[config.mk]
export PLATFORM = sky130hd
export DESIGN_NAME = lcdf_queue
export DESIGN_NICKNAME = d
export VERILOG_FILES = /design/src/rtl/lcdf_pkg.sv /design/src/rtl/lcdf_queue.sv
export SDC_FILE = /design/constraint.sdc
export NUM_CORES = 1
export LEC_CHECK = 0
export BUFFER_PORTS_ARGS = -buffer_cell sky130_fd_sc_hd__buf_2
export CORE_MARGIN = 2
export CORE_UTILIZATION = 55
export CTS_CLUSTER_SIZE = 10
export DETAILED_ROUTE_END_ITERATION = 8
export PLACE_DENSITY = 0.83
export REMOVE_ABC_BUFFERS = 1
export SLEW_MARGIN = 10
export SYNTH_ARGS = -nofsm -noshare
export SYNTH_HDL_FRONTEND = slang
export SYNTH_SLANG_ARGS = --single-unit
[constraint.sdc]
create_clock -name clock -period 4.9 [get_ports clock]
set_input_delay 0.98 -clock clock [delete_from_list [all_inputs] [get_ports clock]]
set_output_delay 0.98 -clock clock [all_outputs]
set_load 0.02 [all_outputs]
[src/rtl/lcdf_pkg.sv]
// shared constants, job descriptor and character helpers for the lcd command formatter
`timescale 1ns / 1ps

package lcdf_pkg;

   localparam int MAX_DIGITS_DEF = 10;
   localparam int ROWS           = 4;
   localparam int COLUMNS        = 20;
   localparam int QUEUE_DEPTH    = 2;

   // byte counts per request: a cursor byte plus up to ten digits (MAX_DIGITS_DEF)
   localparam int LEN_W = 5;

   localparam logic [2:0] ACT_INSTR  = 3'd0;
   localparam logic [2:0] ACT_DATA   = 3'd1;
   localparam logic [2:0] ACT_CURSOR = 3'd2;
   localparam logic [2:0] ACT_DEC    = 3'd3;
   localparam logic [2:0] ACT_HEX    = 3'd4;
   localparam logic [2:0] ACT_BIN    = 3'd5;

   localparam logic [1:0] FMT_RAW = 2'd0;
   localparam logic [1:0] FMT_DEC = 2'd1;
   localparam logic [1:0] FMT_HEX = 2'd2;
   localparam logic [1:0] FMT_BIN = 2'd3;

   localparam logic [7:0] CH_ZERO      = 8'h30;
   localparam logic [7:0] CH_HEX_ALPHA = 8'h37;
   localparam logic [7:0] CH_X         = 8'h78;
   localparam logic [7:0] CH_B         = 8'h62;

   localparam logic [LEN_W-1:0] HEX_LEN = 5'd4;
   localparam logic [LEN_W-1:0] BIN_LEN = 5'd9;

   // v / 10 == (v * DIV10_MAGIC) >> DIV10_SHIFT for every 32-bit v
   localparam logic [31:0] DIV10_MAGIC = 32'hCCCC_CCCD;
   localparam int          DIV10_SHIFT = 35;

   typedef struct packed {
      logic             cursor;
      logic [7:0]       cursor_byte;
      logic [1:0]       fmt;
      logic             rs;
      logic [7:0]       data;
      logic [LEN_W-1:0] total;
   } job_type;

   function automatic logic [7:0] row_base(input logic [1:0] idx);
      logic [7:0] base;
      unique case (idx)
         2'd0: base = 8'h80;
         2'd1: base = 8'hC0;
         2'd2: base = 8'h94;
         2'd3: base = 8'hD4;
      endcase
      return base;
   endfunction

   function automatic logic [7:0] hex_char(input logic [3:0] nib);
      return (nib > 4'd9) ? (CH_HEX_ALPHA + {4'b0000, nib}) : (CH_ZERO + {4'b0000, nib});
   endfunction

endpackage

[src/rtl/lcdf_queue.sv]
// short job queue between the front end and the byte sequencer
`timescale 1ns / 1ps

module lcdf_queue #(
   parameter int DIG_W = lcdf_pkg::MAX_DIGITS_DEF * 4,
   parameter int DEPTH = lcdf_pkg::QUEUE_DEPTH
) (
   input  logic              clock,
   input  logic              reset,
   input  logic              push,
   input  lcdf_pkg::job_type push_job,
   input  logic [DIG_W-1:0]  push_digits,
   output logic              full,
   input  logic              pop,
   output logic              valid,
   output lcdf_pkg::job_type pop_job,
   output logic [DIG_W-1:0]  pop_digits
);
   import lcdf_pkg::*;

   localparam int PTR_W = (DEPTH > 1) ? $clog2(DEPTH) : 1;
   localparam int CNT_W = $clog2(DEPTH + 1);

   job_type          job_mem_ff [DEPTH];
   logic [DIG_W-1:0] dig_mem_ff [DEPTH];
   logic [PTR_W-1:0] wr_ptr_ff, wr_ptr_in, rd_ptr_ff, rd_ptr_in;
   logic [CNT_W-1:0] count_ff, count_in;
   logic             do_push, do_pop;

   assign full    = (count_ff == CNT_W'(DEPTH));
   assign valid   = (count_ff != '0);
   assign do_push = push && !full;
   assign do_pop  = pop && valid;

   assign wr_ptr_in = !do_push ? wr_ptr_ff :
                      (wr_ptr_ff == PTR_W'(DEPTH - 1)) ? '0 : PTR_W'(wr_ptr_ff + 1'b1);
   assign rd_ptr_in = !do_pop ? rd_ptr_ff :
                      (rd_ptr_ff == PTR_W'(DEPTH - 1)) ? '0 : PTR_W'(rd_ptr_ff + 1'b1);

   always_comb begin
      count_in = count_ff;
      if (do_push && !do_pop) begin
         count_in = CNT_W'(count_ff + 1'b1);
      end else if (do_pop && !do_push) begin
         count_in = CNT_W'(count_ff - 1'b1);
      end
   end

   always_ff @(posedge clock) begin
      if (reset) begin
         wr_ptr_ff <= '0;
         rd_ptr_ff <= '0;
         count_ff  <= '0;
      end else begin
         wr_ptr_ff <= wr_ptr_in;
         rd_ptr_ff <= rd_ptr_in;
         count_ff  <= count_in;
      end
   end

   always_ff @(posedge clock) begin
      if (do_push) begin
         job_mem_ff[wr_ptr_ff] <= push_job;
         dig_mem_ff[wr_ptr_ff] <= push_digits;
      end
   end

   assign pop_job    = job_mem_ff[rd_ptr_ff];
   assign pop_digits = dig_mem_ff[rd_ptr_ff];

endmodule

==> results.py <==
metrics = {
    "outcome": {
        "outcome": "complete, no violations",
    },
    "setup_path": {
        "crit_family": "flip-flops",
        "crit_type": "reg -> out",
        "critPathBufInv": 2,
        "worst_path_max_delay_cell": "dfxtp_2",
        "cpPeakStageDelay_ns": 0.98,
        "cp_cell_sequence": "buf_4, mux2_2, buf_2",
        "worstPathArrival_ns": 2.50,
        "crit_fanout": 42,
        "required_ns": 3.92,
        "crit_path_start_kind": "register",
        "cp-end-kind": "primary output",
    },
    "power": {
        "peakVddDrop_v": 0.000442,
        "p_leak_nw": 2.42,
        "power.density_nw_per_um2": 594,
    },
    "synthesis": {
        "netlist_instances": 227,
        "yosysUniqueCellTypes": 15,
        "yosysWarningCount": 0,
        "synth_top_area_cell": "edfxtp_1",
        "synth_area_per_cell_um2": 21.6,
        "synthTopCellsByArea": "edfxtp_1 80%, mux2_2 15%, dfxtp_1 2.0%",
        "yosysSeqAreaShare_pct": 81.7,
        "ys_ff_latch": 135,
        "netlist.area_leader.share_pct": 79.6,
        "synth_area_um2": 4900,
        "yosys_most_used_dff": "edfxtp_1",
        "yosysMostFrequentCell": "edfxtp_1",
        "synth_common_cells": "130 x edfxtp_1, 65 x mux2_2, 5 x buf_4, 5 x dfxtp_1, 4 x nor2_1",
        "synth_edf_count": 130,
        "synthArstFlopShare_pct": 0,
    },
    "die": {
        "die_area_um2": 9690,
        "core_um2": 8680,
        "die_h_um": 98.4,
        "design.portCount": 136,
        "start_util_pct": 56.5,
        "num_rows": 34,
        "die_w_um": 98.4,
    },
    "cts": {
        "cts_made_buffers": 17,
        "post_cts_resized": 0,
        "cts_buffer_depth": 2,
        "htreeDepth": 4,
        "clk_latency_ns": 0.50,
        "clk_pin_slew_worst_paths_ns": 0.06,
        "cts_tree": "built",
        "cts_root_buffer": "clkbuf_8",
        "ctsHoldBuffers": 0,
        "cts_setup_buffers": 0,
        "cts_sinks": 135,
    },
    "timing": {
        "period_share_pct": 71.0,
        "fin_tns_setup_ns": 0,
        "maxSlewViolCount": 0,
        "final_hold_viol_count": 0,
        "period_needed_ns": 3.48,
        "worst_clock_skew_ns": 0.00638,
        "slew_headroom_pct": 33.7,
        "worstMarginPinSlew_ns": 0.994,
        "max_freq_mhz": 287,
        "setup_viol": 0,
        "rsz0062_at_grt": "false",
    },
    "cells_and_area": {
        "multi_input_area_um2": 846,
        "drive_above_1_share_pct": 61.1,
        "area_growth_pct": 29.2,
        "final_nets": 447,
        "instances_no_fill": 496,
        "antenna_cells": 0,
        "seq_area_um2": 4010,
        "num-fill-cells": 556,
    },
    "hold_path": {
        "min_path_type": "reg -> reg",
    },
    "global_routing": {
        "grt_max_degree": 43,
        "first_global_vias": 2614,
        "grt_pass1_wl_um": 12900,
        "antenna_found_initial": 1,
        "track_usage_pct": 17.8,
        "grt_overflow": 0,
    },
    "drt": {
        "route.detailed.drc": 0,
        "ant_nets": 0,
        "wl_per_cell_um": 16.7,
        "vias_per_cell": 5.07,
        "drt_wl_total_um": 8290,
        "drt_iter0_markers": 150,
        "vias": 2513,
        "first_pass_iters": 6,
    },
    "place": {
        "placed_cells": 466,
        "gp_congestion": 0.785,
        "hpwl_um": 5260,
        "io_buffers": 135,
    },
    "job": {
        "cap_violations": 0,
    },
}
-- per-stage QoR --
stage	utilization, %	hold slack [ns]	area, µm²	setup WS (ns)	total power [W]
floorplan	-	0.452	4860	1.74	0.00214
global placement	65.6	0.467	5690	1.90	0.00241
detailed placement	65.6	0.484	5690	1.87	0.00243
CTS	73.0	0.490	6330	1.34	0.00380
global route	73.0	0.509	6330	1.23	0.00391
finish	73.0	0.491	6330	1.42	0.00376
-- final cells by class --
class / instances / area share [%]
Clock inverter: 13 / 3.61
Timing Repair Buffer: 138 / 11.0
Multi-Input combinational cell: 83 / 13.4
Tap cell: 108 / 2.13
Clock buffer: 17 / 6.54
Sequential cell: 135 / 63.2
Inverter: 2 / 0.119
-- cell families after synthesis --
kind of cell / after synthesis / share of synthesized area (%)
AND/OR/NAND/NOR: 9 / 0.995
flip-flops: 135 / 81.7
multiplexers: 65 / 14.9
AO/OA/AOI/OAI: 5 / 0.510
XOR/XNOR: 3 / 0.536
buffers and inverters: 9 / 1.12
adder cells (fa/ha/maj): 1 / 0.255
-- report_power, final --
| part | switching [W] | total (W) | internal, W |
|---|---|---|---|
| clock | 0.000444 | 0.00137 | 0.000923 |
| sequential | 0.0000850 | 0.00154 | 0.00145 |
| combinational | 0.000501 | 0.000855 | 0.000354 |
-- per-layer routing --
layer / wire (µm) / global-route usage, % / vias to the layer above
li1: - / - / 1188
met1: 3410 / 21.9 / 1207
met2: 4030 / 28.1 / 102
met3: 688 / 7.73 / 16
met4: 158 / 6.95 / 0
met5: 0 / 0 / -
-- layout by cell type, fill, tap and decap left out, drive strengths merged --
cell and instances:
a21oi 2, edfxtp 130, mux2 65, bufinv 6, and2 1, o21ai 3, clkbuf 17, nor2 4
buf 138, dfxtp 5, inv 3, or3 2, clkinv 6, or2 1, nor2b 1, ha 1
xor2 3
-- sequential cells by signal (all words and copies together), names as in the netlist, named ones only --
register	count
count_ff	2
dig_mem_ff	80
job_mem_ff	50
rd_ptr_ff	1
wr_ptr_ff	1
-- worst reg2reg max path, stage by stage, from the launching register on --
cell     delay [ns]
dfxtp_1        0.43
nor2b_2        0.08
or3_1          0.35
inv_2          0.69
buf_4          0.47
-- final timing paths --
kind,startpoint,depth (start not counted),endpoint,slack (ns)
setup / recovery,register,3,pop_digits[39],1.42
hold / removal,wr_ptr_ff,2,wr_ptr_ff,0.49
setup reg to reg,count_ff[0],4,dig_mem_ff[0][15],2.54
hold reg to reg,wr_ptr_ff,2,wr_ptr_ff,0.49
Power figures use the tool's default switching activity.
