===== config.mk =====
export PLATFORM = sky130hd
export DESIGN_NAME = lcdf_back
export DESIGN_NICKNAME = d
export VERILOG_FILES = /design/src/rtl/lcdf_pkg.sv /design/src/rtl/lcdf_back.sv
export SDC_FILE = /design/constraint.sdc
export NUM_CORES = 1
export LEC_CHECK = 0
export ABC_AREA = 0
export BUFFER_PORTS_ARGS = -buffer_cell sky130_fd_sc_hd__buf_4
export CAP_MARGIN = 20
export CORE_MARGIN = 2
export CORE_UTILIZATION = 35
export CTS_CLUSTER_DIAMETER = 60
export DETAILED_ROUTE_END_ITERATION = 12
export PLACE_DENSITY = 0.56
export SYNTH_ARGS = -nofsm -noshare
export SYNTH_HDL_FRONTEND = slang
export SYNTH_SLANG_ARGS = --single-unit

===== constraint.sdc =====
create_clock -name clock -period 7.5 [get_ports clock]
set_clock_uncertainty 0.05 [all_clocks]
set_input_delay 1.5 -clock clock [delete_from_list [all_inputs] [get_ports clock]]
set_output_delay 1.5 -clock clock [all_outputs]
set_load 0.01 [all_outputs]

===== src/rtl/lcdf_pkg.sv =====
// shared constants, job descriptor and character helpers for the lcd command formatter
`timescale 1ns / 1ps

package lcdf_pkg;

   localparam int MAX_DIGITS_DEF = 10;
   localparam int ROWS           = 4;
   localparam int COLUMNS        = 20;
   localparam int QUEUE_DEPTH    = 2;

   // byte counts per request: a cursor byte plus up to ten digits (MAX_DIGITS_DEF)
   localparam int LEN_W = 5;

   localparam logic [2:0] ACT_INSTR  = 3'd0;
   localparam logic [2:0] ACT_DATA   = 3'd1;
   localparam logic [2:0] ACT_CURSOR = 3'd2;
   localparam logic [2:0] ACT_DEC    = 3'd3;
   localparam logic [2:0] ACT_HEX    = 3'd4;
   localparam logic [2:0] ACT_BIN    = 3'd5;

   localparam logic [1:0] FMT_RAW = 2'd0;
   localparam logic [1:0] FMT_DEC = 2'd1;
   localparam logic [1:0] FMT_HEX = 2'd2;
   localparam logic [1:0] FMT_BIN = 2'd3;

   localparam logic [7:0] CH_ZERO      = 8'h30;
   localparam logic [7:0] CH_HEX_ALPHA = 8'h37;
   localparam logic [7:0] CH_X         = 8'h78;
   localparam logic [7:0] CH_B         = 8'h62;

   localparam logic [LEN_W-1:0] HEX_LEN = 5'd4;
   localparam logic [LEN_W-1:0] BIN_LEN = 5'd9;

   // v / 10 == (v * DIV10_MAGIC) >> DIV10_SHIFT for every 32-bit v
   localparam logic [31:0] DIV10_MAGIC = 32'hCCCC_CCCD;
   localparam int          DIV10_SHIFT = 35;

   typedef struct packed {
      logic             cursor;
      logic [7:0]       cursor_byte;
      logic [1:0]       fmt;
      logic             rs;
      logic [7:0]       data;
      logic [LEN_W-1:0] total;
   } job_type;

   function automatic logic [7:0] row_base(input logic [1:0] idx);
      logic [7:0] base;
      unique case (idx)
         2'd0: base = 8'h80;
         2'd1: base = 8'hC0;
         2'd2: base = 8'h94;
         2'd3: base = 8'hD4;
      endcase
      return base;
   endfunction

   function automatic logic [7:0] hex_char(input logic [3:0] nib);
      return (nib > 4'd9) ? (CH_HEX_ALPHA + {4'b0000, nib}) : (CH_ZERO + {4'b0000, nib});
   endfunction

endpackage


===== src/rtl/lcdf_back.sv =====
// back end: walks one job byte by byte into the output register
`timescale 1ns / 1ps

module lcdf_back #(
   parameter int MAX_DIGITS = lcdf_pkg::MAX_DIGITS_DEF
) (
   input  logic                    clock,
   input  logic                    reset,
   input  logic                    q_valid,
   output logic                    pop,
   input  lcdf_pkg::job_type       q_job,
   input  logic [MAX_DIGITS*4-1:0] q_digits,
   output logic                    rsp_valid,
   input  logic                    rsp_ready,
   output logic                    rsp_reg_select,
   output logic [7:0]              rsp_bus_byte,
   output logic                    rsp_last
);
   import lcdf_pkg::*;

   localparam int DIG_W = MAX_DIGITS * 4;

   logic             busy_ff, busy_in;
   logic [LEN_W-1:0] pos_ff, pos_in;
   job_type          job_ff, job_in;
   logic [DIG_W-1:0] digits_ff, digits_in;
   logic [7:0]       bits_ff, bits_in;
   logic             rsp_valid_ff, rsp_valid_in;
   logic             rsp_rs_ff;
   logic [7:0]       rsp_byte_ff;
   logic             rsp_last_ff;

   logic             advance, shift_dig, shift_bit, out_rs, out_last;
   logic [7:0]       out_byte;
   logic [LEN_W-1:0] k;

   assign pop      = !busy_ff && q_valid;
   assign advance  = busy_ff && (!rsp_valid_ff || rsp_ready);
   assign k        = LEN_W'(pos_ff - LEN_W'(job_ff.cursor));
   assign out_last = (pos_ff == LEN_W'(job_ff.total - LEN_W'(1)));

   always_comb begin
      out_rs    = 1'b1;
      out_byte  = CH_ZERO;
      shift_dig = 1'b0;
      shift_bit = 1'b0;
      if (job_ff.cursor && pos_ff == '0) begin
         out_rs   = 1'b0;
         out_byte = job_ff.cursor_byte;
      end else begin
         unique case (job_ff.fmt)
            FMT_RAW: begin
               out_rs   = job_ff.rs;
               out_byte = job_ff.data;
            end
            FMT_DEC: begin
               out_byte  = CH_ZERO + {4'b0000, digits_ff[3:0]};
               shift_dig = 1'b1;
            end
            FMT_HEX: begin
               if (k == LEN_W'(0)) begin
                  out_byte = CH_ZERO;
               end else if (k == LEN_W'(1)) begin
                  out_byte = CH_X;
               end else if (k == LEN_W'(2)) begin
                  out_byte = hex_char(job_ff.data[7:4]);
               end else begin
                  out_byte = hex_char(job_ff.data[3:0]);
               end
            end
            FMT_BIN: begin
               if (k == LEN_W'(BIN_LEN - LEN_W'(1))) begin
                  out_byte = CH_B;
               end else begin
                  out_byte  = CH_ZERO + {7'b0000000, bits_ff[7]};
                  shift_bit = 1'b1;
               end
            end
         endcase
      end
   end

   always_comb begin
      busy_in   = busy_ff;
      pos_in    = pos_ff;
      job_in    = job_ff;
      digits_in = digits_ff;
      bits_in   = bits_ff;
      if (pop) begin
         busy_in   = 1'b1;
         pos_in    = '0;
         job_in    = q_job;
         digits_in = q_digits;
         bits_in   = q_job.data;
      end else if (advance) begin
         pos_in = LEN_W'(pos_ff + LEN_W'(1));
         if (out_last) begin
            busy_in = 1'b0;
         end
         if (shift_dig) begin
            digits_in = digits_ff >> 4;
         end
         if (shift_bit) begin
            bits_in = {bits_ff[6:0], 1'b0};
         end
      end
   end

   // output register frees as soon as the byte is taken
   assign rsp_valid_in = advance ? 1'b1 : (rsp_ready ? 1'b0 : rsp_valid_ff);

   always_ff @(posedge clock) begin
      if (reset) begin
         busy_ff      <= 1'b0;
         rsp_valid_ff <= 1'b0;
      end else begin
         busy_ff      <= busy_in;
         rsp_valid_ff <= rsp_valid_in;
      end
   end

   always_ff @(posedge clock) begin
      pos_ff    <= pos_in;
      job_ff    <= job_in;
      digits_ff <= digits_in;
      bits_ff   <= bits_in;
      if (advance) begin
         rsp_rs_ff   <= out_rs;
         rsp_byte_ff <= out_byte;
         rsp_last_ff <= out_last;
      end
   end

   assign rsp_valid      = rsp_valid_ff;
   assign rsp_reg_select = rsp_rs_ff;
   assign rsp_bus_byte   = rsp_byte_ff;
   assign rsp_last       = rsp_last_ff;

endmodule


==> impl_summary.md, run 1 <==
Synth
A synthesized cell averages 10.8 µm². Among all flip-flop cells after synthesis, the most frequent one is sky130_fd_sc_hd__edfxtp_1. The count of cell types in the netlist is 54. The synthesized netlist devotes 2.61% of its cell area to adder and majority cells. Of the post-synthesis cell area, the part taken by muxes is 0.956%. The sequential share of the synthesized area is 60.9%. The area fraction in and, or, nand and nor cells after synthesis is 21.6%. The number of nets handed over by synthesis was 479. Summing the areas of all compound-gate instances in the mapped netlist gives approximately 8.7% of the synthesized area. The combinational family with the most area after synthesis is simple AND/OR/NAND/NOR gates. Synthesis inferred 90 register bits.

The most common cell in the synthesized netlist is sky130_fd_sc_hd__nand2_1. After technology mapping, the gate count stands at between 400 and 500. The share of async-settable or async-resettable flops after synthesis is 0%. The synthesized netlist devotes 2.23% of its cell area to XOR and XNOR gates. Sorting the synthesized cells by area gives the leading types as sky130_fd_sc_hd__edfxtp_1 (58%), sky130_fd_sc_hd__nand2_1 (12%), sky130_fd_sc_hd__dfxtp_1 (3.2%). The share of the synthesized area in the top cell type is 57.7%. The synthesized area is 4320 µm². For this run, the number of Yosys warnings is 0. In the synthesized netlist, the cells that appear most often are sky130_fd_sc_hd__nand2_1 (143), sky130_fd_sc_hd__edfxtp_1 (83), sky130_fd_sc_hd__nor2_1 (16). The number of enable flip-flop cells after synthesis is between 80 and 90. The biggest area consumer among synthesized cells is sky130_fd_sc_hd__edfxtp_1.

Min path
The path class of the tightest hold or removal check is reg -> reg. In this run the most critical hold path is launched from busy_ff$_SDFFE_PP0P_. Along the worst hold path, the cell count comes to 2. For hold timing, the worst endpoint is rsp_valid$_SDFFE_PP0P_.

Power and ir drop
In this run the power density over the cells is 244 nW/µm². The worst-case IR drop observed on VDD is 0.127 mV. The sum of internal, switching and leakage power is 1310 µW. The leakage power summed over all cells is 0.00222 µW.

STA
The setup violation total in the final timing report is 0. Based on the critical path, the design can be clocked at up to 0.258 GHz. The worst slew slack as a fraction of its limit is 42.8%. Setup repair after global routing left no endpoint under its margin. The shortest period the worst path allows is between 3 and 4 ns. For the pin with the worst max-slew slack, the measured transition is 0.858 ns. The number of hold-slack violations in the final timing report is 0.

Setup slack closes at 3.63 ns. The final-layout setup total negative slack is 0 ns. After layout, the worst path uses 51.6% of the clock period. The number of pins exceeding their max-slew limit in the final report was 0.

Worst setup path
The critical-path maximum fanout is 47. In this run the critical register-to-register path is captured at rsp_bus_byte[0]$_DFFE_PP_. By startpoint and endpoint, the worst setup path is classified as in -> out.

The beginning of the worst register-to-register path is pos_ff[0]$_SDFFE_PP0P_. For the worst flop-to-flop path, the logic depth is 8. The required time at the endpoint of the critical path is around 6.0 ns. The worst setup path is launched from an input pin.

The minimum setup slack among reg-to-reg paths is 4.84 ns. The arrival time of data at the critical path endpoint is 2.32 ns. The nature of the critical path endpoint is an output port.

Clock network
The clock network latency to the later pin of the worst-skew pair is 0.34 ns. The CTS buffer count is 9. The cell at the root of the clock tree is sky130_fd_sc_hd__clkbuf_16. The clock passes through at most 2 buffers. TritonCTS built the clock tree. The number of sinks driven by the clock tree is 90. The depth of the CTS H-tree is 3. The clock-pin slew reported for the worst setup and hold paths after clock tree synthesis is roughly 0.07 ns. The post-CTS setup buffer count is 0.

The number of gates resized after cts is 0. The number of hold-repair buffers added at the cts stage is 0.

Detailed routing
The detailed router placed 3059 vias in this run. The number of vias per cell after detailed routing is 4.86. After the first detailed-routing iteration, the DRC count stood at 161.

For this block, the routed nets add up to 9060 µm of wire. The wire length per cell is ~14 µm. The first TritonRoute pass finished after 4 iterations. In this run the remaining antenna-violating nets after routing total 0.

In the routed design, unresolved DRC markers number 0.

Cells and area
The final cell area excluding filler cells is 5370 µm². In the final layout, the share of cells above drive strength 1 is 23.2%. For this run, the number of standard cells in the final layout without fillers is 629.

The count of filler cells inserted in the layout is between 1000 and 1500. Compared with the post-synthesis result, the final layout area differs by 24.4%. The number of antenna diodes in the final layout is 0.

The final net count is 555.

Placement
At the end of routability-driven placement, the weighted congestion stood at 0.841. The sum of net half-perimeters after detailed placement is 6100 µm. OpenSTA, run right after detailed placement, puts the worst setup slack at 3.55 ns. The total placed cells including tap cells is 612. The placed standard-cell area is a little over 5000 µm². The count of input and output buffers is 80.

GRT
After global routing the overflow that remains totals 0. Entering global routing, the biggest net connects between 70 and 80 pins. The number of global-route vias before repair is 2998. The initial antenna violation count is 0. The first global-routing pass estimated 14800 µm of wire. In the global route stage, overall resource usage came out at 14.5%.

Die
The top-level port count is 81. The die footprint is ~13000 µm². The height of the chip is 115 µm. The x dimension of the die is 115 µm.

The initial standard-cell utilization of the core is 36.0%. The core region is between 10000 and 15000 µm². The floorplan has 40 rows.

Job
Max-cap violations in this run came to 0.

Outcome
The run finished with clean final reports.
## worst max-delay path, cell delays in order
cell and delay, ns:
sky130_fd_sc_hd__buf_4 0.11, sky130_fd_sc_hd__nand2_1 0.06, sky130_fd_sc_hd__buf_4 0.42, sky130_fd_sc_hd__inv_2 0.07
sky130_fd_sc_hd__buf_4 0.15
## metrics by stage
step           util [%]  hold slack [ns]
6_report           44.7            0.434
5_1_grt            44.7            0.476
4_1_cts            44.7            0.435
3_5_place_dp       42.0            0.425
3_3_place_gp       42.0            0.424
2_1_floorplan         -            0.398
## state kept, by name, indices dropped and copies added, names as in the netlist
signal	cells
pos_ff	5
bits_ff	8
rsp_last	1
rsp_bus_byte	8
job_ff	25
busy_ff	1
rsp_reg_select	1
rsp_valid	1
digits_ff	40
## metal layers
layer | part of all wire (%) | wire length [µm] | track usage [%]
met1 | 46 | 4150 | 18.7
met2 | 48 | 4310 | 23.4
met3 | 6.2 | 561 | 5.32
met4 | 0.39 | 35 | 3.61
met5 | 0 | 0 | 0
## cells in the final DEF, fill, tap and decap left out, types with 4 or more instances in the layout
| cell type | instances |
|---|---|
| sky130_fd_sc_hd__o21ai_0 | 8 |
| sky130_fd_sc_hd__xnor2_1 | 8 |
| sky130_fd_sc_hd__dfxtp_1 | 7 |
| sky130_fd_sc_hd__edfxtp_1 | 83 |
| sky130_fd_sc_hd__nor2_1 | 16 |
| sky130_fd_sc_hd__buf_4 | 83 |
| sky130_fd_sc_hd__nand2_1 | 143 |
| sky130_fd_sc_hd__and3_1 | 4 |
| sky130_fd_sc_hd__a21oi_1 | 10 |
| sky130_fd_sc_hd__nand3_1 | 5 |
| sky130_fd_sc_hd__clkbuf_16 | 9 |
| sky130_fd_sc_hd__inv_1 | 10 |
| sky130_fd_sc_hd__nand4_1 | 5 |
| sky130_fd_sc_hd__nand2b_1 | 10 |
| sky130_fd_sc_hd__and2_1 | 8 |
| sky130_fd_sc_hd__ha_1 | 9 |
## report_power, final
group / total [µW] / internal, µW / switching (µW)
clock network: 486 / 295 / 190
registers: 628 / 605 / 22.4
logic: 198 / 88.7 / 110
## how the worst max path moves through the flow
stage	start	endpoint	slack, ns	depth (start not counted)
after global placement	q_valid	pop	3.62	5
after global routing	q_valid	pop	3.55	5
after CTS	q_valid	pop	3.61	5
after floorplan	rsp_ready	digits_ff[0]$_DFFE_PP_	1.73	5
after detailed placement	rsp_ready	bits_ff[3]$_DFFE_PP_	3.55	5
final	q_valid	pop	3.63	5
## final cells by class
| type | count | area (µm²) | share of cell area, % |
|---|---|---|---|
| repair buffers | 84 | 628 | 11.7 |
| multi-input cells | 281 | 1570 | 29.2 |
| flip-flops and latches | 90 | 2630 | 49.0 |
| clock inverters | 5 | 86.3 | 1.61 |
| inverters | 11 | 41.3 | 0.769 |
| clock buffers | 11 | 233 | 4.33 |
| well taps | 147 | 184 | 3.42 |
## kinds of logic (layout without fill, tap and decap cells)
logic type	count (synthesis)	in the layout
AOI/OAI and AO/OA	50	50
xor gates and xnor gates	11	11
adders and majority gates	9	9
buffers and inverters	30	111
DFF	90	90
muxes	4	4
and+or+nand+nor	207	207
(Power assumes the default switching activity.)
==> run 2, diff against run 1 <==
- ABC_AREA: 0 -> 1
- clock period: 7.5 -> 3.9 ns (I/O delays scaled with it)
==> run 2 against run 1 <==
  * Sequential cell count unchanged
  * Clock power increased by 82%
  * Die area is 2.2% lower
  * Critical path depth is 4 higher
  * Non-clock buffer count rose by 2
  * Sequential power rose by 91%
  * Global-route usage is 0.36 points lower
==> impl_summary.md, run 2 <==
Outcome
The run finished with clean final reports.

Clock network
The number of hold-repair buffers added at the cts stage is 0. Post-CTS repair changed the size of 0 cells. The number of sinks driven by the clock tree is 90. TritonCTS built the clock tree. The maximum buffer depth of the clock tree is 2. Clock-pin slew was measured on the worst setup and hold paths at 0.07 ns. The post-CTS setup buffer count is 0. The H-tree was split into 3 levels. The clock network latency to the later pin of the worst-skew pair is 0.34 ns. The CTS buffer count is 9. The root buffer cell chosen for the clock tree is sky130_fd_sc_hd__clkbuf_16.

STA
The shortest period the worst path allows is 2.55 ns. Adding up every negative setup slack in the final design gives 0 ns. Setup repair after global routing left no endpoint under its margin. The worst slew slack as a fraction of its limit is 57.6%.

For the pin with the worst max-slew slack, the measured transition is around 0.63 ns. For this run, the top clock speed supported by timing is 0.393 GHz. Setup violations remaining at the end of the flow were counted as 0. The number of pins exceeding their max-slew limit in the final report is 0. The number of hold-slack violations in the final timing report came to 0.

The final clock period utilization by the worst path is approximately two thirds.

GRT
Summed over all layers, the global routing overflow is 0. The aggregate global-route resource usage is 14.2%. The number of global-route vias before repair came to 3074. The wire length of the first global-routing pass is around 14000 µm.

The initial antenna violation count is 0. The pin count of the biggest net entering global routing is 53.

Die
Pin placement for this block handled 81 I/O pins. The core region is ~12000 µm². The height of the chip is around 110 µm. The initial standard-cell utilization of the core is 35.4%. The die footprint is about 13000 µm². The x dimension of the die is 114 µm. Row generation in the floorplan step produced 40 rows.

Worst setup path
The critical-path maximum fanout is 40. The endpoint identified for the worst register-to-register timing path is digits_ff[30]$_DFFE_PP_. STA puts the critical path data arrival time at 2.48 ns. The delay of the slowest critical-path stage is 0.46 ns. The minimum setup slack among reg-to-reg paths is 1.35 ns. The nature of the critical path endpoint is a flop. The number of cells on the worst reg-to-reg path is 9. The critical path buffer and inverter count is 4.

The family with the most delay on the worst path is buffers and inverters. Walking the worst path, the cells encountered are inv_1 > ha_1 > nand3_1 > nor3_2 > buf_4 > inv_1 > nand2_1 > o31ai_4 > buf_4. The beginning of the worst register-to-register path is pos_ff[1]$_SDFFE_PP0P_. The startpoint type of the worst setup path is a flop.

The required time at the endpoint of the critical path is 3.83 ns. The cell with the largest stage delay on the worst path is sky130_fd_sc_hd__buf_4. The worst setup path category is reg -> reg.

Synth
Ranked by instance count, the synthesized netlist is headed by sky130_fd_sc_hd__nand2_1 (192), sky130_fd_sc_hd__edfxtp_1 (83), sky130_fd_sc_hd__inv_1 (36), sky130_fd_sc_hd__nor2_1 (26). The sequential share of the synthesized area is 62.4%. Ranked by total cell area, the synthesized netlist is headed by sky130_fd_sc_hd__edfxtp_1 (59%), sky130_fd_sc_hd__nand2_1 (17%), sky130_fd_sc_hd__dfxtp_1 (3.3%). The most common cell in the synthesized netlist is sky130_fd_sc_hd__nand2_1. The average instance area after synthesis is approximately 9.6 µm². Synthesis inferred 90 register bits.

The largest total area in the synthesized netlist belongs to sky130_fd_sc_hd__edfxtp_1. Synthesis instantiated 34 different standard cells from the library. The synthesized design contains 83 enable-type register cells.

The synthesized area is 4220 µm². The Yosys step of the flow raised 0 warnings. The post-synthesis cell count is ~440.

The share of the synthesized area in the top cell type is 59.0%. The share of async-settable or async-resettable flops after synthesis is 0%. The most used flip-flop cell after synthesis is sky130_fd_sc_hd__edfxtp_1. The synthesized net count is 519.

Min path
The worst hold path belongs to the class reg -> reg. The worst hold path terminates at rsp_valid$_SDFFE_PP0P_. The worst hold path begins at rsp_valid$_SDFFE_PP0P_. The worst hold path cell count is 2.

Cells and area
The fraction of final layout cells sized beyond drive strength 1 is between 20 and 25%. Leaving out fill and tap cells, the most frequent cells in the layout are sky130_fd_sc_hd__nand2_1 (191), sky130_fd_sc_hd__buf_4 (86), sky130_fd_sc_hd__edfxtp_1 (83). From synthesis to final layout, the design area changed by 25.9%. The largest registers in the layout are digits_ff: 40 flops, job_ff: 25 flops.

After the last flow step, the layout net total stands at between 600 and 700. More flip-flops sit in one register than any other, and that register is digits_ff. The number of flip-flops in the largest register is 40. The library cell used most frequently in the layout, excluding fill and tap cells, is sky130_fd_sc_hd__nand2_1.

The diode insertion count for antenna repair is 0.

Placement
The weighted congestion at the end of routability-driven global placement is roughly 0.87. The count of input and output buffers is 80. The sum of net half-perimeters after detailed placement is roughly 6100 µm.

Detailed routing
The number of vias per cell after detailed routing is between 4 and 5. The number of detailed-route iterations in the first pass is 4. Summing over every cut layer, the via total after detailed routing is 3131.

For this run, design rule violations remaining after detail routing come to 0. The iteration-0 DRC count of the detailed router is 215. Summed over all layers, the routed wires come to slightly below 9000 µm. Dividing the detail-routed wire length by the instance count gives 12.9 µm. The number of nets with antenna violations after detailed routing is 0.

Job
Across the run, the number of max-cap violations was 0.

Power and ir drop
Power spread over the standard cell area amounts to ~470 nW/µm². VDD sags by at most 0.185 mV. The sum of internal, switching and leakage power is 2470 µW. The leakage power summed over all cells is 0.00239 µW.
## run 2: changes by cell type after synthesis, sizes merged, moves of 4 or more
cell    previous run  this run
xnor2              8         4
and2               8         0
nand3              6        15
and3               5         1
nand2            143       193
o21ai              9        16
nand2b            10         0
buf               10         5
nor2              17        29
inv               10        39
## run 2: worst reg2reg max path, stage by stage (launching register included)
cell and delay [ns]:
sky130_fd_sc_hd__dfxtp_1 0.45, sky130_fd_sc_hd__inv_1 0.13, sky130_fd_sc_hd__ha_1 0.19, sky130_fd_sc_hd__nand3_1 0.10
sky130_fd_sc_hd__nor3_2 0.04, sky130_fd_sc_hd__buf_4 0.18, sky130_fd_sc_hd__inv_1 0.21, sky130_fd_sc_hd__nand2_1 0.15
sky130_fd_sc_hd__o31ai_4 0.19, sky130_fd_sc_hd__buf_4 0.46
## run 2: how the worst max path moves through the flow
stage | endpoint | cells past startpoint | from
floorplan | digits_ff[0]$_DFFE_PP_ | 6 | rsp_ready
detailed placement | digits_ff[37]$_SDFFCE_PN0P_ | 8 | rsp_ready
CTS | digits_ff[0]$_DFFE_PP_ | 9 | pos_ff[1]$_SDFFE_PP0P_
global route | digits_ff[10]$_DFFE_PP_ | 9 | pos_ff[1]$_SDFFE_PP0P_
finish | digits_ff[30]$_DFFE_PP_ | 9 | pos_ff[1]$_SDFFE_PP0P_
global placement | digits_ff[37]$_SDFFCE_PN0P_ | 8 | rsp_ready
## run 2: cell families (layout without fill, tap and decap cells)
family,after synthesis,count (layout),share of synthesized area (%)
AND/OR/NAND/NOR,250,250,24.1
AO/OA/AOI/OAI,33,33,4.51
flip-flops,90,90,62.4
XOR/XNOR,8,8,1.66
adder cells (fa/ha/maj),9,9,2.67
buffers and inverters,51,141,4.74
## run 2: layout make-up
class,instances,area (µm²)
inverter,39,146
tap,147,184
clock buffer,10,229
timing repair buffer,86,646
multi-input combinational,300,1410
clock inverter,6,72.6
sequential,90,2630
fill,1186,6600
## run 2: layer usage
layer  vias up  global-route usage (%)  wire length [µm]
met5         -                       0                 0
met3        11                    4.57               498
met1      1419                    18.0              3960
met4         0                    5.12               128
met2        88                    22.8              4130
li1       1613                       -                 -
## run 2: report_power, final
part           total, µW  switching (µW)  internal, µW
logic                388             229           159
registers           1200            34.3          1170
clock network        885             379           506
total               2470             643          1830
## run 2: stage by stage
step | util, % | area [µm²] | cells | hold slack (ns) | setup slack (ns)
floorplan | - | 4230 | 441 | 0.407 | 0.208
global placement | 42.1 | 5010 | 662 | 0.434 | 1.10
detailed placement | 42.1 | 5010 | 662 | 0.453 | 1.01
CTS | 44.6 | 5320 | 678 | 0.469 | 1.37
global route | 44.6 | 5320 | 678 | 0.496 | 1.19
finish | 44.6 | 5320 | 678 | 0.460 | 1.35
==> run 3, diff against run 2 <==
- PLACE_DENSITY: 0.56 -> 0.58
- clock period: 3.9 -> 2.21 ns (I/O delays scaled with it)
==> run 3 against run 2 <==
  * Critical endpoint is now pop
  * Clock power grew 66%
  * Total power grew 74%
  * Largest power group unchanged
  * Global-route usage up 0.19 points
  * Sequential cell count unchanged
  * Sequential power rose by 77%
  * Die area did not move
  * Clock-buffer cell count increased by 2
  * Critical path depth shrank 5
==> impl_summary.md, run 3 (synthesis gave the netlist of run 2 again) <==
Placement
In this run the tool buffered the top-level ports with 80 buffer cells. After detailed placement, the total cell area comes to 5080 µm². The weighted congestion at the end of routability-driven global placement is 0.835. The sum of net half-perimeters after detailed placement is a little over 6000 µm. The worst setup slack before clock tree synthesis is 0.0656 ns.

STA
Setup repair after global routing left no endpoint under its margin. The number of pins exceeding their max-slew limit in the final report is 0. The worst slew slack as a fraction of its limit is 59.3%. Setup slack on the critical path of the routed design comes to 0.201 ns. The maximum achievable frequency is 0.498 GHz. For the pin with the worst max-slew slack, the measured transition is between 0.6 and 0.7 ns. The shortest period the worst path allows is ~2.0 ns.

The number of hold-slack violations in the final timing report is 0. Setup violations remaining at the end of the flow were counted as 0. The post-route worst hold slack is 0.203 ns. The final clock period utilization by the worst path is 90.9%.

Clock network
Counting along the longest clock path gives a buffer depth of 2. The depth of the CTS H-tree is 3. The CTS buffer count is 9. The number of sinks driven by the clock tree is 90. Hold repair after CTS inserted 0 buffers.

The clock tree from TritonCTS is built. The later pin in the worst-skew pair is clocked with a latency of 0.34 ns. The clock-pin slew reported for the worst setup and hold paths after clock tree synthesis is 0.07 ns. The cell at the root of the clock tree is sky130_fd_sc_hd__clkbuf_16.

Die
The die covers about 13000 µm². The x dimension of the die is 114 µm. The initial standard-cell utilization of the core is between 30% and 40%. The area inside the core boundary is 11900 µm².

The height of the chip is 114 µm. For this design the top-level I/O count stands at 81. The initialized floorplan defines 40 standard-cell rows.

Power and ir drop
The sum of internal, switching and leakage power is 4310 µW. IR analysis of the VDD net gives a maximum drop of approximately 0.5 mV. For this design the ratio of total power to cell area is 797 nW/µm². Summed over all cells, the static leakage comes to 0.00241 µW.

Min path
The min-delay analysis places its worst path in the category in -> reg. In this run the most critical hold path is launched from reset.

GRT
The initial antenna violation count is 0. The number of global-route vias before repair is 3083. The pin count of the biggest net entering global routing is 49. The total congestion overflow is 0. The wire length of the first global-routing pass is 14400 µm. Global routing used about 14% of the available tracks across all layers.

Worst setup path
The worst setup path is launched from a flop. The worst setup path category is reg -> out. The minimum setup slack among reg-to-reg paths is approximately 0.2 ns. The arrival time of data at the critical path endpoint is 1.52 ns. The nature of the critical path endpoint is an output port. The cell count of the worst reg-to-reg path is 9. The beginning of the worst register-to-register path is job_ff[24]$_DFFE_PP_. The endpoint identified for the worst register-to-register timing path is rsp_bus_byte[4]$_DFFE_PP_.

The critical-path maximum fanout is 23. The signal on the critical path passes through inv_1 > nand2_2 > inv_2 > buf_4. The most critical setup path has its startpoint at busy_ff$_SDFFE_PP0P_. The slowest stage of the critical path belongs to the cell sky130_fd_sc_hd__inv_2. The most critical setup path has its endpoint at pop.

The delay of the slowest critical-path stage is 0.40 ns. Data on the critical path is required at its endpoint by 1.72 ns.

Cells and area
The largest registers in the layout are digits_ff: 40 flops, job_ff: 25 flops. The final cell area excluding filler cells is 5410 µm². The end-of-flow core utilization is between 40% and 50%.

The most frequent standard cell in the layout excluding fill and tap cells is sky130_fd_sc_hd__nand2_1. The diode insertion count for antenna repair is 0. The synthesis-to-finish area growth is 28.1%. The top cell types in the final layout, fill and taps aside, are sky130_fd_sc_hd__nand2_1 (189), sky130_fd_sc_hd__buf_4 (90), sky130_fd_sc_hd__edfxtp_1 (83).

The register with the highest flop count is digits_ff. The register with the most flip-flops in the layout has 40 of them. For this run, the post-layout net count is about 610. The fraction of final layout cells sized beyond drive strength 1 is between 20% and 30%.

Detailed routing
Using the TritonRoute via totals, the vias-per-cell ratio works out to 4.55. The sum of routed wire length over all layers is 8630 µm. The detailed router placed 3108 vias in this run. Dividing the detail-routed wire length by the instance count gives 12.6 µm. The first detailed-routing pass took 4 iterations. The first routing iteration left 193 violations. The count of nets left with antenna violations once routing finished came out at 0. After detailed routing, the number of remaining DRC violations is 0.

Job
Max-cap violations in this run came to 0.

Outcome
The run finished with clean final reports.
run 3: worst max-delay path: cells and delay by family (launching register included):
family	cells	cell delay [ns]
flops	1	0.33
simple gates	1	0.13
buf+inv	3	0.70
run 3: timing repair:
item                                    4_1_cts  5_1_grt
resized for setup                             0        5
endpoints found under the setup margin        0       12
buffers inserted                              0        1
run 3: routing by layer:
metal	vias to the layer above	track usage, %	share of wire [%]
li1	1624	-	-
met1	1397	18.7	47
met2	80	22.2	46
met3	7	5.74	6.5
met4	0	4.39	0.92
met5	-	0	0
run 3: metrics by stage:
step	cells	setup TNS (ns)
after global placement	666	0
after CTS	682	0
after floorplan	441	-9.55
after detailed placement	666	0
after global routing	683	0
final	683	0
run 3: where the power goes:
part	internal, µW	switching, µW	leakage (µW)
Clock	836	631	0.000145
Combinational	309	413	0.00141
Sequential	2060	63.2	0.000859
Total	3200	1110	0.00241
run 3: layout make-up:
cell class	count	area (µm²)
Clock buffer	12	256
Clock inverter	4	33.8
Fill cell	1155	6500
Inverter	39	151
Multi-Input combinational cell	300	1450
Sequential cell	90	2640
Tap cell	147	184
Timing Repair Buffer	91	696
run 3: worst min-delay path by stage:
stage | end | cells past startpoint | slack, ns
detailed placement | digits_ff[5]$_DFFE_PP_ | 2 | 0.45
global placement | digits_ff[12]$_DFFE_PP_ | 2 | 0.45
global route | rsp_valid$_SDFFE_PP0P_ | 2 | 0.19
CTS | rsp_valid$_SDFFE_PP0P_ | 2 | 0.19
floorplan | rsp_valid$_SDFFE_PP0P_ | 2 | 0.42
finish | rsp_valid$_SDFFE_PP0P_ | 2 | 0.20
